==> config.mk <==
export PLATFORM = sky130hd
export DESIGN_NAME = pcg32_bounded_random_flat
export DESIGN_NICKNAME = d
export VERILOG_FILES = /design/src/hdl/pcgbr_pkg.sv /design/src/hdl/pcgbr_req_if.sv /design/src/hdl/pcgbr_rsp_if.sv /design/src/hdl/pcgbr_rem.sv /design/src/hdl/pcgbr_dp.sv /design/src/hdl/pcgbr_ctrl.sv /design/src/hdl/pcg32_bounded_random.sv /design/src/flat_wrapper.sv
export SDC_FILE = /design/constraint.sdc
export NUM_CORES = 2
export LEC_CHECK = 0
export ABC_AREA = 1
export BUFFER_PORTS_ARGS = -buffer_cell sky130_fd_sc_hd__buf_2
export CAP_MARGIN = 10
export CORE_MARGIN = 3
export CORE_UTILIZATION = 53
export DETAILED_ROUTE_END_ITERATION = 10
export HOLD_SLACK_MARGIN = 0.03
export PLACE_DENSITY = 0.66
export SYNTH_ARGS = -nofsm -noshare
export SYNTH_HDL_FRONTEND = slang
export SYNTH_SLANG_ARGS = --single-unit
==> constraint.sdc <==
create_clock -name clock -period 17.4 [get_ports clock]
set_clock_uncertainty 0.2 [all_clocks]
set_input_delay 3.48 -clock clock [delete_from_list [all_inputs] [get_ports clock]]
set_output_delay 3.48 -clock clock [all_outputs]
set_load 0.02 [all_outputs]
==> src/hdl/pcgbr_pkg.sv <==
package pcgbr_pkg;

   localparam int WORD_W  = 32;
   localparam int STATE_W = 64;
   localparam int CNT_W   = $clog2(WORD_W + 1);

   localparam logic [STATE_W-1:0] PCG_MULT = 64'h5851_f42d_4c95_7f2d;
   localparam logic [STATE_W-1:0] PCG_INC  = 64'h1405_7b7e_f767_814f;

   localparam logic [1:0] ACT_RAW     = 2'd0;
   localparam logic [1:0] ACT_BOUNDED = 2'd1;
   localparam logic [1:0] ACT_FRAC    = 2'd2;

   typedef enum logic [2:0] {
      MUL_NONE,
      MUL_SLO_MLO,
      MUL_SHI_MLO,
      MUL_SLO_MHI,
      MUL_WORD_RANGE
   } mul_op_type;

   typedef struct packed {
      logic       load_req;
      mul_op_type mul_op;
      logic       word_cap;
      logic       save_p0;
      logic       acc_load;
      logic       acc_add;
      logic       state_upd;
      logic       res_zero;
      logic       res_load;
      logic       out_load;
      logic       div_start;
   } cmd_type;

   typedef struct packed {
      logic [1:0] action;
      logic       range_zero;
      logic       reject;
      logic       div_done;
   } status_type;

   // XSH-RR output permutation of the current state
   function automatic logic [WORD_W-1:0] xsh_rr(input logic [STATE_W-1:0] s);
      logic [STATE_W-1:0]  mix;
      logic [WORD_W-1:0]   xs;
      logic [4:0]          rot;
      logic [2*WORD_W-1:0] dbl;
      mix = s ^ (s >> 18);
      xs  = mix[58:27];
      rot = s[63:59];
      dbl = {xs, xs} >> rot;
      return dbl[WORD_W-1:0];
   endfunction

endpackage

==> src/hdl/pcgbr_req_if.sv <==
interface pcgbr_req_if;
   logic                           valid;
   logic                           ready;
   logic [1:0]                     action;
   logic [pcgbr_pkg::WORD_W-1:0]   range_bound;

   modport source (output valid, output action, output range_bound, input ready);
   modport sink   (input valid, input action, input range_bound, output ready);
endinterface

==> src/hdl/pcgbr_rsp_if.sv <==
interface pcgbr_rsp_if;
   logic                           valid;
   logic                           ready;
   logic [pcgbr_pkg::WORD_W-1:0]   value;

   modport source (output valid, output value, input ready);
   modport sink   (input valid, input value, output ready);
endinterface

==> src/hdl/pcgbr_rem.sv <==
// Restoring remainder unit, one quotient bit per cycle.
module pcgbr_rem (
   input  logic                         clock,
   input  logic                         reset,
   input  logic                         start,
   input  logic [pcgbr_pkg::WORD_W-1:0] dividend,
   input  logic [pcgbr_pkg::WORD_W-1:0] divisor,
   output logic                         done,
   output logic [pcgbr_pkg::WORD_W-1:0] remainder
);

   logic [pcgbr_pkg::CNT_W-1:0]  cnt_ff, cnt_in;
   logic [pcgbr_pkg::WORD_W-1:0] num_ff, num_in;
   logic [pcgbr_pkg::WORD_W-1:0] rem_ff, rem_in;
   logic [pcgbr_pkg::WORD_W-1:0] div_ff, div_in;
   logic [pcgbr_pkg::WORD_W:0]   trial;

   always_comb begin
      cnt_in = cnt_ff;
      num_in = num_ff;
      rem_in = rem_ff;
      div_in = div_ff;
      trial  = {rem_ff, num_ff[pcgbr_pkg::WORD_W-1]};
      if (start) begin
         cnt_in = pcgbr_pkg::CNT_W'(pcgbr_pkg::WORD_W);
         num_in = dividend;
         rem_in = '0;
         div_in = divisor;
      end else if (cnt_ff != '0) begin
         cnt_in = cnt_ff - 1'b1;
         num_in = num_ff << 1;
         if (trial >= {1'b0, div_ff}) begin
            rem_in = pcgbr_pkg::WORD_W'(trial - {1'b0, div_ff});
         end else begin
            rem_in = trial[pcgbr_pkg::WORD_W-1:0];
         end
      end
   end

   assign done      = (cnt_ff == pcgbr_pkg::CNT_W'(1));
   assign remainder = rem_ff;

   always_ff @(posedge clock) begin
      if (reset) begin
         cnt_ff <= '0;
      end else begin
         cnt_ff <= cnt_in;
      end
      num_ff <= num_in;
      rem_ff <= rem_in;
      div_ff <= div_in;
   end

endmodule

==> src/hdl/pcgbr_dp.sv <==
module pcgbr_dp (
   input  logic                          clock,
   input  logic                          reset,
   input  pcgbr_pkg::cmd_type            cmd,
   output pcgbr_pkg::status_type         status,
   input  logic [1:0]                    req_action,
   input  logic [pcgbr_pkg::WORD_W-1:0]  req_range_bound,
   input  logic                          csr_write,
   input  logic [pcgbr_pkg::STATE_W-1:0] csr_wdata,
   output logic [pcgbr_pkg::WORD_W-1:0]  rsp_value
);

   localparam int W = pcgbr_pkg::WORD_W;

   logic [pcgbr_pkg::STATE_W-1:0] state_ff;
   logic [1:0]                    action_ff;
   logic [W-1:0]                  range_ff;
   logic [W-1:0]                  word_ff;
   logic [2*W-1:0]                prod_ff;
   logic [2*W-1:0]                p0_ff;
   logic [W-1:0]                  acc_ff;
   logic [W-1:0]                  result_ff;
   logic [W-1:0]                  out_ff;
   logic [W-1:0]                  mul_a, mul_b;
   logic [W-1:0]                  thresh;
   logic                          div_done;

   pcgbr_rem u_rem (
      .clock     (clock),
      .reset     (reset),
      .start     (cmd.div_start),
      .dividend  (W'(0) - range_ff),
      .divisor   (range_ff),
      .done      (div_done),
      .remainder (thresh)
   );

   // shared 32x32 multiplier; the 64-bit LCG product is built from three partials
   always_comb begin
      mul_a = '0;
      mul_b = '0;
      unique case (cmd.mul_op)
         pcgbr_pkg::MUL_NONE: begin
         end
         pcgbr_pkg::MUL_SLO_MLO: begin
            mul_a = state_ff[W-1:0];
            mul_b = pcgbr_pkg::PCG_MULT[W-1:0];
         end
         pcgbr_pkg::MUL_SHI_MLO: begin
            mul_a = state_ff[2*W-1:W];
            mul_b = pcgbr_pkg::PCG_MULT[W-1:0];
         end
         pcgbr_pkg::MUL_SLO_MHI: begin
            mul_a = state_ff[W-1:0];
            mul_b = pcgbr_pkg::PCG_MULT[2*W-1:W];
         end
         pcgbr_pkg::MUL_WORD_RANGE: begin
            mul_a = word_ff;
            mul_b = range_ff;
         end
         default: begin
         end
      endcase
   end

   assign status.action     = action_ff;
   assign status.range_zero = (range_ff == '0);
   assign status.reject     = (prod_ff[W-1:0] < thresh);
   assign status.div_done   = div_done;
   assign rsp_value         = out_ff;

   always_ff @(posedge clock) begin
      if (reset) begin
         state_ff <= '0;
      end else if (csr_write) begin
         state_ff <= csr_wdata;
      end else if (cmd.state_upd) begin
         state_ff <= {acc_ff, p0_ff[W-1:0]} + pcgbr_pkg::PCG_INC;
      end
   end

   always_ff @(posedge clock) begin
      prod_ff <= {{W{1'b0}}, mul_a} * {{W{1'b0}}, mul_b};
      if (cmd.load_req) begin
         action_ff <= req_action;
         range_ff  <= req_range_bound;
      end
      if (cmd.word_cap) begin
         word_ff <= pcgbr_pkg::xsh_rr(state_ff);
      end
      if (cmd.save_p0) begin
         p0_ff <= prod_ff;
      end
      if (cmd.acc_load) begin
         acc_ff <= prod_ff[W-1:0];
      end else if (cmd.acc_add) begin
         acc_ff <= acc_ff + prod_ff[W-1:0] + p0_ff[2*W-1:W];
      end
      if (cmd.res_zero) begin
         result_ff <= '0;
      end else if (cmd.res_load) begin
         priority if (action_ff == pcgbr_pkg::ACT_BOUNDED) begin
            result_ff <= prod_ff[2*W-1:W];
         end else if (action_ff == pcgbr_pkg::ACT_FRAC) begin
            result_ff <= {9'b0, word_ff[W-1:9]};
         end else begin
            result_ff <= word_ff;
         end
      end
      if (cmd.out_load) begin
         out_ff <= result_ff;
      end
   end

endmodule

==> src/hdl/pcgbr_ctrl.sv <==
module pcgbr_ctrl (
   input  logic                  clock,
   input  logic                  reset,
   input  logic                  req_valid,
   output logic                  req_ready,
   output logic                  rsp_valid,
   input  logic                  rsp_ready,
   input  pcgbr_pkg::status_type status,
   output pcgbr_pkg::cmd_type    cmd
);

   typedef enum logic [8:0] {
      S_IDLE = 9'b000000001,
      S_DEC  = 9'b000000010,
      S_DIV  = 9'b000000100,
      S_M0   = 9'b000001000,
      S_M1   = 9'b000010000,
      S_M2   = 9'b000100000,
      S_M3   = 9'b001000000,
      S_UPD  = 9'b010000000,
      S_DONE = 9'b100000000
   } state_type;

   state_type state_ff, state_in;
   logic      out_valid_ff, out_valid_in;

   always_comb begin
      state_in = state_ff;
      cmd      = '0;
      cmd.mul_op = pcgbr_pkg::MUL_NONE;
      unique case (state_ff)
         S_IDLE: begin
            if (req_valid) begin
               cmd.load_req = 1'b1;
               state_in     = S_DEC;
            end
         end
         S_DEC: begin
            priority if (status.action == pcgbr_pkg::ACT_BOUNDED && !status.range_zero) begin
               cmd.div_start = 1'b1;
               state_in      = S_DIV;
            end else if (status.action == pcgbr_pkg::ACT_RAW ||
                         status.action == pcgbr_pkg::ACT_FRAC) begin
               state_in = S_M0;
            end else begin
               cmd.res_zero = 1'b1;
               state_in     = S_DONE;
            end
         end
         S_DIV: begin
            if (status.div_done) begin
               state_in = S_M0;
            end
         end
         S_M0: begin
            cmd.mul_op   = pcgbr_pkg::MUL_SLO_MLO;
            cmd.word_cap = 1'b1;
            state_in     = S_M1;
         end
         S_M1: begin
            cmd.mul_op  = pcgbr_pkg::MUL_SHI_MLO;
            cmd.save_p0 = 1'b1;
            state_in    = S_M2;
         end
         S_M2: begin
            cmd.mul_op   = pcgbr_pkg::MUL_SLO_MHI;
            cmd.acc_load = 1'b1;
            state_in     = S_M3;
         end
         S_M3: begin
            cmd.mul_op  = pcgbr_pkg::MUL_WORD_RANGE;
            cmd.acc_add = 1'b1;
            state_in    = S_UPD;
         end
         S_UPD: begin
            cmd.state_upd = 1'b1;
            // a rejected bounded draw steps the state and draws again
            if (status.action == pcgbr_pkg::ACT_BOUNDED && status.reject) begin
               state_in = S_M0;
            end else begin
               cmd.res_load = 1'b1;
               state_in     = S_DONE;
            end
         end
         S_DONE: begin
            if (!out_valid_ff || rsp_ready) begin
               cmd.out_load = 1'b1;
               state_in     = S_IDLE;
            end
         end
         default: begin
            state_in = S_IDLE;
         end
      endcase
   end

   always_comb begin
      out_valid_in = out_valid_ff;
      if (cmd.out_load) begin
         out_valid_in = 1'b1;
      end else if (rsp_ready) begin
         out_valid_in = 1'b0;
      end
   end

   assign req_ready = (state_ff == S_IDLE);
   assign rsp_valid = out_valid_ff;

   always_ff @(posedge clock) begin
      if (reset) begin
         state_ff     <= S_IDLE;
         out_valid_ff <= 1'b0;
      end else begin
         state_ff     <= state_in;
         out_valid_ff <= out_valid_in;
      end
   end

endmodule

==> src/hdl/pcg32_bounded_random.sv <==
// Steps from request beat to result beat: raw word and fraction pass decode, the four
// multiplier states, the state update and the output stage; a zero range or unused
// action goes from decode straight to the output stage; a bounded request first runs
// the remainder unit, then a shared-multiplier draw, repeated for each rejected draw.
// One request in flight; the next is taken once the result is in the output register.
// Synchronous reset clears control and zeroes the generator state; a seed write loads it.
module pcg32_bounded_random (
   input  logic                          clock,
   input  logic                          reset,
   pcgbr_req_if.sink                     req_chan,
   pcgbr_rsp_if.source                   rsp_chan,
   input  logic                          csr_write,
   input  logic [pcgbr_pkg::STATE_W-1:0] csr_wdata
);

   pcgbr_pkg::cmd_type    cmd;
   pcgbr_pkg::status_type status;

   pcgbr_ctrl u_ctrl (
      .clock     (clock),
      .reset     (reset),
      .req_valid (req_chan.valid),
      .req_ready (req_chan.ready),
      .rsp_valid (rsp_chan.valid),
      .rsp_ready (rsp_chan.ready),
      .status    (status),
      .cmd       (cmd)
   );

   pcgbr_dp u_dp (
      .clock           (clock),
      .reset           (reset),
      .cmd             (cmd),
      .status          (status),
      .req_action      (req_chan.action),
      .req_range_bound (req_chan.range_bound),
      .csr_write       (csr_write),
      .csr_wdata       (csr_wdata),
      .rsp_value       (rsp_chan.value)
   );

endmodule
==> src/flat_wrapper.sv <==
// flat-port wrapper written by rule: the top's interface ports become plain ports
module pcg32_bounded_random_flat 
  (clock, reset, csr_write, csr_wdata, req_chan_valid, req_chan_action, req_chan_range_bound, req_chan_ready, rsp_chan_valid, rsp_chan_value, rsp_chan_ready);
  pcgbr_req_if req_chan_i ();
  pcgbr_rsp_if rsp_chan_i ();
  input  logic clock;
  input  logic reset;
  input  logic csr_write;
  input  logic [pcgbr_pkg::STATE_W-1:0] csr_wdata;
  input wire logic [$bits(req_chan_i.valid)-1:0] req_chan_valid;
  input wire logic [$bits(req_chan_i.action)-1:0] req_chan_action;
  input wire logic [$bits(req_chan_i.range_bound)-1:0] req_chan_range_bound;
  output wire logic [$bits(req_chan_i.ready)-1:0] req_chan_ready;
  output wire logic [$bits(rsp_chan_i.valid)-1:0] rsp_chan_valid;
  output wire logic [$bits(rsp_chan_i.value)-1:0] rsp_chan_value;
  input wire logic [$bits(rsp_chan_i.ready)-1:0] rsp_chan_ready;
  assign req_chan_i.valid = req_chan_valid;
  assign req_chan_i.action = req_chan_action;
  assign req_chan_i.range_bound = req_chan_range_bound;
  assign req_chan_ready = req_chan_i.ready;
  assign rsp_chan_valid = rsp_chan_i.valid;
  assign rsp_chan_value = rsp_chan_i.value;
  assign rsp_chan_i.ready = rsp_chan_ready;
  pcg32_bounded_random u_core (.clock(clock), .reset(reset), .req_chan(req_chan_i), .rsp_chan(rsp_chan_i), .csr_write(csr_write), .csr_wdata(csr_wdata));
endmodule
Word-level counts from Yosys, hierarchy flattened. Cells that the tools add are included.

Magnitude comparators: 2. Add/subtract/negate cells: 6. Reduce and logical (&&, ||, !) cells: 17. Shift operators: 1. Multipliers: 1. Bitwise gates (word level): 1. Mux-type cells: 39. Equal/unequal tests: 19.

Operators by type and width (number): $mux W32 (7); $pmux W32 S3 (2); $mux W64 (2); $pmux W9 S9 (1); $add A32 B32 Y32 (2); $add A64 B61 Y64 const B (1); $mul A32 B32 Y64 (1); $shr A64 B5 Y32 (1); $xor A59 B46 Y59 (1); $mux W9 (6); $ge A33 B32 Y1 (1); $logic_not A32 Y1 (1); $lt A32 B32 Y1 (1); $sub A1 B32 Y32 const A (1); $sub A32 B32 Y32 (1); $mux W1 (18); $mux W6 (2); $pmux W3 S4 (1); $eq A9 B1 Y1 const B (1); $eq A9 B2 Y1 const B (1); $eq A9 B3 Y1 const B (1); $eq A9 B4 Y1 const B (1); $eq A9 B5 Y1 const B (1); $eq A9 B6 Y1 const B (1); other kinds (19) (30).

Bits of input ports: 103. Output and inout port bits: 34. Logic and storage cells: 102. Register bits after elaboration: 466.

Logic depth before layout (Yosys ltp).
Depth in word-level cells: 6. Depth in mapped cells: 42.

Cells and area by module. A second synthesis with hierarchy kept.

Cell total of the unflattened synthesis: 8010. Area, all modules: 62404.9 um^2.

By module, submodules not included: pcgbr_dp (area each 54811.3 um^2, instances 1, cells an instance 6899, seq. area each 9028.7 um^2); pcgbr_rem (area each 6852.8 um^2, instances 1, cells an instance 996, seq. area each 2682.6 um^2); pcgbr_ctrl (area each 740.7 um^2, instances 1, cells an instance 115, seq. area each 200.2 um^2).

Least setup slack after synthesis. Ideal clock, no wire load.

Path kind: register to register. From: register u_core.u_ctrl.state_ff[0]. To: register u_core.u_dp.prod_ff[44]. Slack: 9398 ps. Period minus slack after synthesis: 8002 ps. Arrival time: 7690 ps. Required time: 17088 ps. Cell stages (with the launch flop): 35. Setup time: 112 ps. Buffers on the path: 2. Cells stage by stage: dfxtp_1 -> nor2_2 -> nand2_4 -> nor2_8 -> nand2_4 -> inv_2 -> nor2_2 -> buf_4 -> nand2_2 -> buf_2 -> nand2_1 -> inv_1 -> fa_1 -> fa_1 -> inv_1 -> fa_1 -> fa_1 -> inv_1 -> fa_1 -> fa_1 -> fa_1 -> inv_1 -> fa_1 -> inv_1 -> ha_1 -> nand2_1 -> a21oi_1 -> or2_2 -> o21bai_1 -> nor2_1 -> nand2_1 -> a21oi_1 -> inv_1 -> nand2_1 -> nand2_1.

Word-level cells in the longest chain between the ends: 6. Elaborated cells on any way between the ends: 14.

RTL lines: from (decl) (line pcgbr_ctrl.sv:24) `state_type state_ff, state_in;`; from (signal assigned) (line pcgbr_ctrl.sv:114) `state_ff <= state_in;`; $eq A9 B7 Y1, or another cell as far along (line pcgbr_ctrl.sv:31) `unique case (state_ff)`; $pmux W3 S4 (*) (line pcgbr_ctrl.sv:31); $eq A3 B2 Y1 or $eq A3 B1 Y1 (tied branches) (line pcgbr_dp.sv:42) `unique case (cmd.mul_op)`; $reduce_or A2 Y1 (no line); $pmux W32 S3 (line pcgbr_dp.sv:42); $mul A32 B32 Y64 (*) (line pcgbr_dp.sv:83) `prod_ff <= {{W{1'b0}}, mul_a} * {{W{1'b0}}, mul_b};`; to (signal assigned) (line pcgbr_dp.sv:83); to (decl) (line pcgbr_dp.sv:19) `logic [2*W-1:0] prod_ff;`.

Mark *: on every way between the ends. The rest lies on a longest branch, timed or not. A chain may end at the register's enable or synchronous reset.

Worst setup path in the final report.
From: register u_core.u_ctrl.state_ff[3]. To: register u_core.u_dp.prod_ff[36].

The elaborated chain is that of the path after synthesis.

==> results.ini <==
[clocking]
cts_tree=yes
clock_sinks=466
ctsResizeCount=0
clkSlewWorstSetupHoldPaths_ns=0.07
worst_skew_pair.late_latency_ns=0.66
cts_setup_buffers=0
cts-root-buf=clkbuf_16
cts_hold_buf=0
cts_buffers=49
cts.path.max_buffers=3
h-tree-depth=2

[synth]
yosys.cell_count.top_type=nand2_1
ys_warn_count=0
syn_avg_cell_area_um2=7.73
synthFlopType=edfxtp_1
netlist_area_mm2=0.0631
synth_seq_cells=466
ys_seq_area_share_pct=18.9
synth.area.top_cells=fa_1, edfxtp_1, nand2_1
netlist_instances=8156
yosysUniqueCellTypes=61
synth_top_area_share_pct=29.5
synth_nets=9548
synthArstFlopShare_pct=0
synth_edf_count=258
synth_top_area_cell=fa_1
synthTopCellsByCount=nand2_1, inv_1, fa_1

[timing]
finalCritPeriodShare_pct=60.1
max_freq_ghz=0.0957
min_period_ns=10.45
finalHoldWorstSlack_ns=0.231
final-hold-violation-count=0
slew_headroom_pct=12.6
setup_viol=0
grt_setup_unrepaired=no
layout_setup_ws_ns=6.95
slew_viol_final=0
totalNegativeSetupSlack_ns=0
worst_pin_slew_ns=1.31

[outcome]
outcome=completed

[run]
max_cap_viol_count=0

[power]
power.density_mw_per_mm2=55.8
max-vdd-ir-drop_mv=0.0938
cellLeakagePower_nw=33.9
p_total_mw=3.71

[route]
ant_nets=0
vias=56400
drt-vias-per-instance=5.81
drtIter0Drc=6180
remaining_drc_errors=0
wirelength_um=249000
wl_per_cell_um=25.7
firstDrtPassIters=9

[die]
die_h_um=351
fp.coreArea_mm2=0.117
die_area_mm2=0.123
start_util_pct=53.8
die_x_um=351
rows=125
ios=137

[setup_path]
crit_top_cell=fa_1
path_depth=30
start_kind=flop
max_stage_delay_ns=0.97
critPathMaxFanout=33
critical-path-top-delay-family=adder cells
arrival_ns=10.81
path_class=reg -> reg
worst_ep_required_time_ns=17.76
crit_buf_inv=7
cp-end-kind=flop
cp_slowest_cell=inv_1
reg2regPathDepth=30

[cells_and_area]
area_growth_pct=5.53
layoutNonFillerInstCount=9705
drive_above_1_share_pct=5.79
final_nets=9525

[global_routing]
grt_remaining_overflow=0
gr-usage-all-layers_pct=40.5
grt_pass1_vias=56100
grt_max_degree=68
antenna_found_initial=12
grt_pass1_wl_um=364000

[place]
dp.final_hpwl_um=200000
io_buffers=136
placedCellCount=9606
pre_cts_ws_ns=7.25
globalplace.congestion=1.06

[min_path]
hold_path_class=reg -> reg
min_path_cells=0

[report_power, final]
part	total (mW)	switching (mW)	internal, mW	leakage, nW
registers	1.42	0.109	1.31	3.96
clock network	1.11	0.504	0.609	0.828
logic	1.18	0.823	0.353	29.1
total	3.71	1.44	2.28	33.9
[layout by cell type (no fill, tap or decap), types with 95 or more instances in the layout]
cell type,Yosys,layout
xor2_1,95,95
nand3_1,389,389
inv_1,1659,1659
edfxtp_1,258,258
a21oi_1,293,289
buf_2,167,136
fa_1,929,929
nor2_1,838,837
o21ai_0,271,271
nand2_1,1990,1987
ha_1,360,360
dfxtp_1,208,208
[final timing paths]
path                                                 from                         to  slack, ns
worst max-delay path            u_core.u_ctrl.state_ff[3]    u_core.u_dp.prod_ff[36]       6.95
worst min-delay path            u_core.u_dp.result_ff[22]  u_core.u_dp.rsp_value[22]       0.23
worst max register to register  u_core.u_ctrl.state_ff[3]    u_core.u_dp.prod_ff[36]       6.95
worst min register to register  u_core.u_dp.result_ff[22]  u_core.u_dp.rsp_value[22]       0.23
[registers in the layout, indices dropped and copies added, names as in the netlist]
| signal | cells |
|---|---|
| u_core.u_dp.u_rem.remainder | 32 |
| u_core.u_dp.range_ff | 32 |
| u_core.u_dp.state_ff | 64 |
| u_core.u_dp.u_rem.div_ff | 32 |
| u_core.u_dp.word_ff | 32 |
| u_core.u_dp.action_ff | 2 |
| u_core.u_dp.u_rem.num_ff | 32 |
| u_core.u_dp.p0_ff | 64 |
| u_core.u_ctrl.rsp_valid | 1 |
| u_core.u_ctrl.state_ff | 9 |
| u_core.u_dp.u_rem.cnt_ff | 6 |
| u_core.u_dp.rsp_value | 32 |
| u_core.u_dp.prod_ff | 64 |
| u_core.u_dp.acc_ff | 32 |
| u_core.u_dp.result_ff | 32 |
[area by class of cell]
type	count	area, um2
Tap cell	1524	1910
Multi-Input combinational cell	5681	43300
Sequential cell	466	11900
Clock buffer	64	1430
Clock inverter	28	270
Timing Repair Buffer	217	1290
Fill cell	11200	50600
Inverter	1718	6460
Antenna cell	7	17.5
[cells by family (layout without fill, tap and decap cells)]
kind of cell	Yosys count	in the layout	share of synthesized area (%)
AND/OR/NAND/NOR	3438	3438	22.3
buffers and inverters	2009	2027	12.6
adder cells (fa/ha/maj)	1289	1289	36.6
AO/OA/AOI/OAI	812	812	7.53
flip-flops	466	466	18.9
XOR/XNOR	131	131	1.82
multiplexers	11	11	0.175
other	0	7	0
[through the flow]
step                      cell area [um2]  utilization (%)
after detailed placement            64800             55.3
after floorplan                     63100                -
after CTS                           66500             56.8
final                               66600             56.8
after global routing                66500             56.8
after global placement              64800             55.3
[layer usage]
layer	global-route usage (%)	part of all wire, %	up-vias
met1	52.8	38	27500
met2	63.6	44	3212
li1	-	-	24800
met4	23.7	7.3	4
met5	0	0.012	-
met3	7.28	9.9	813
Note: power is estimated with default switching activity, not from simulation.
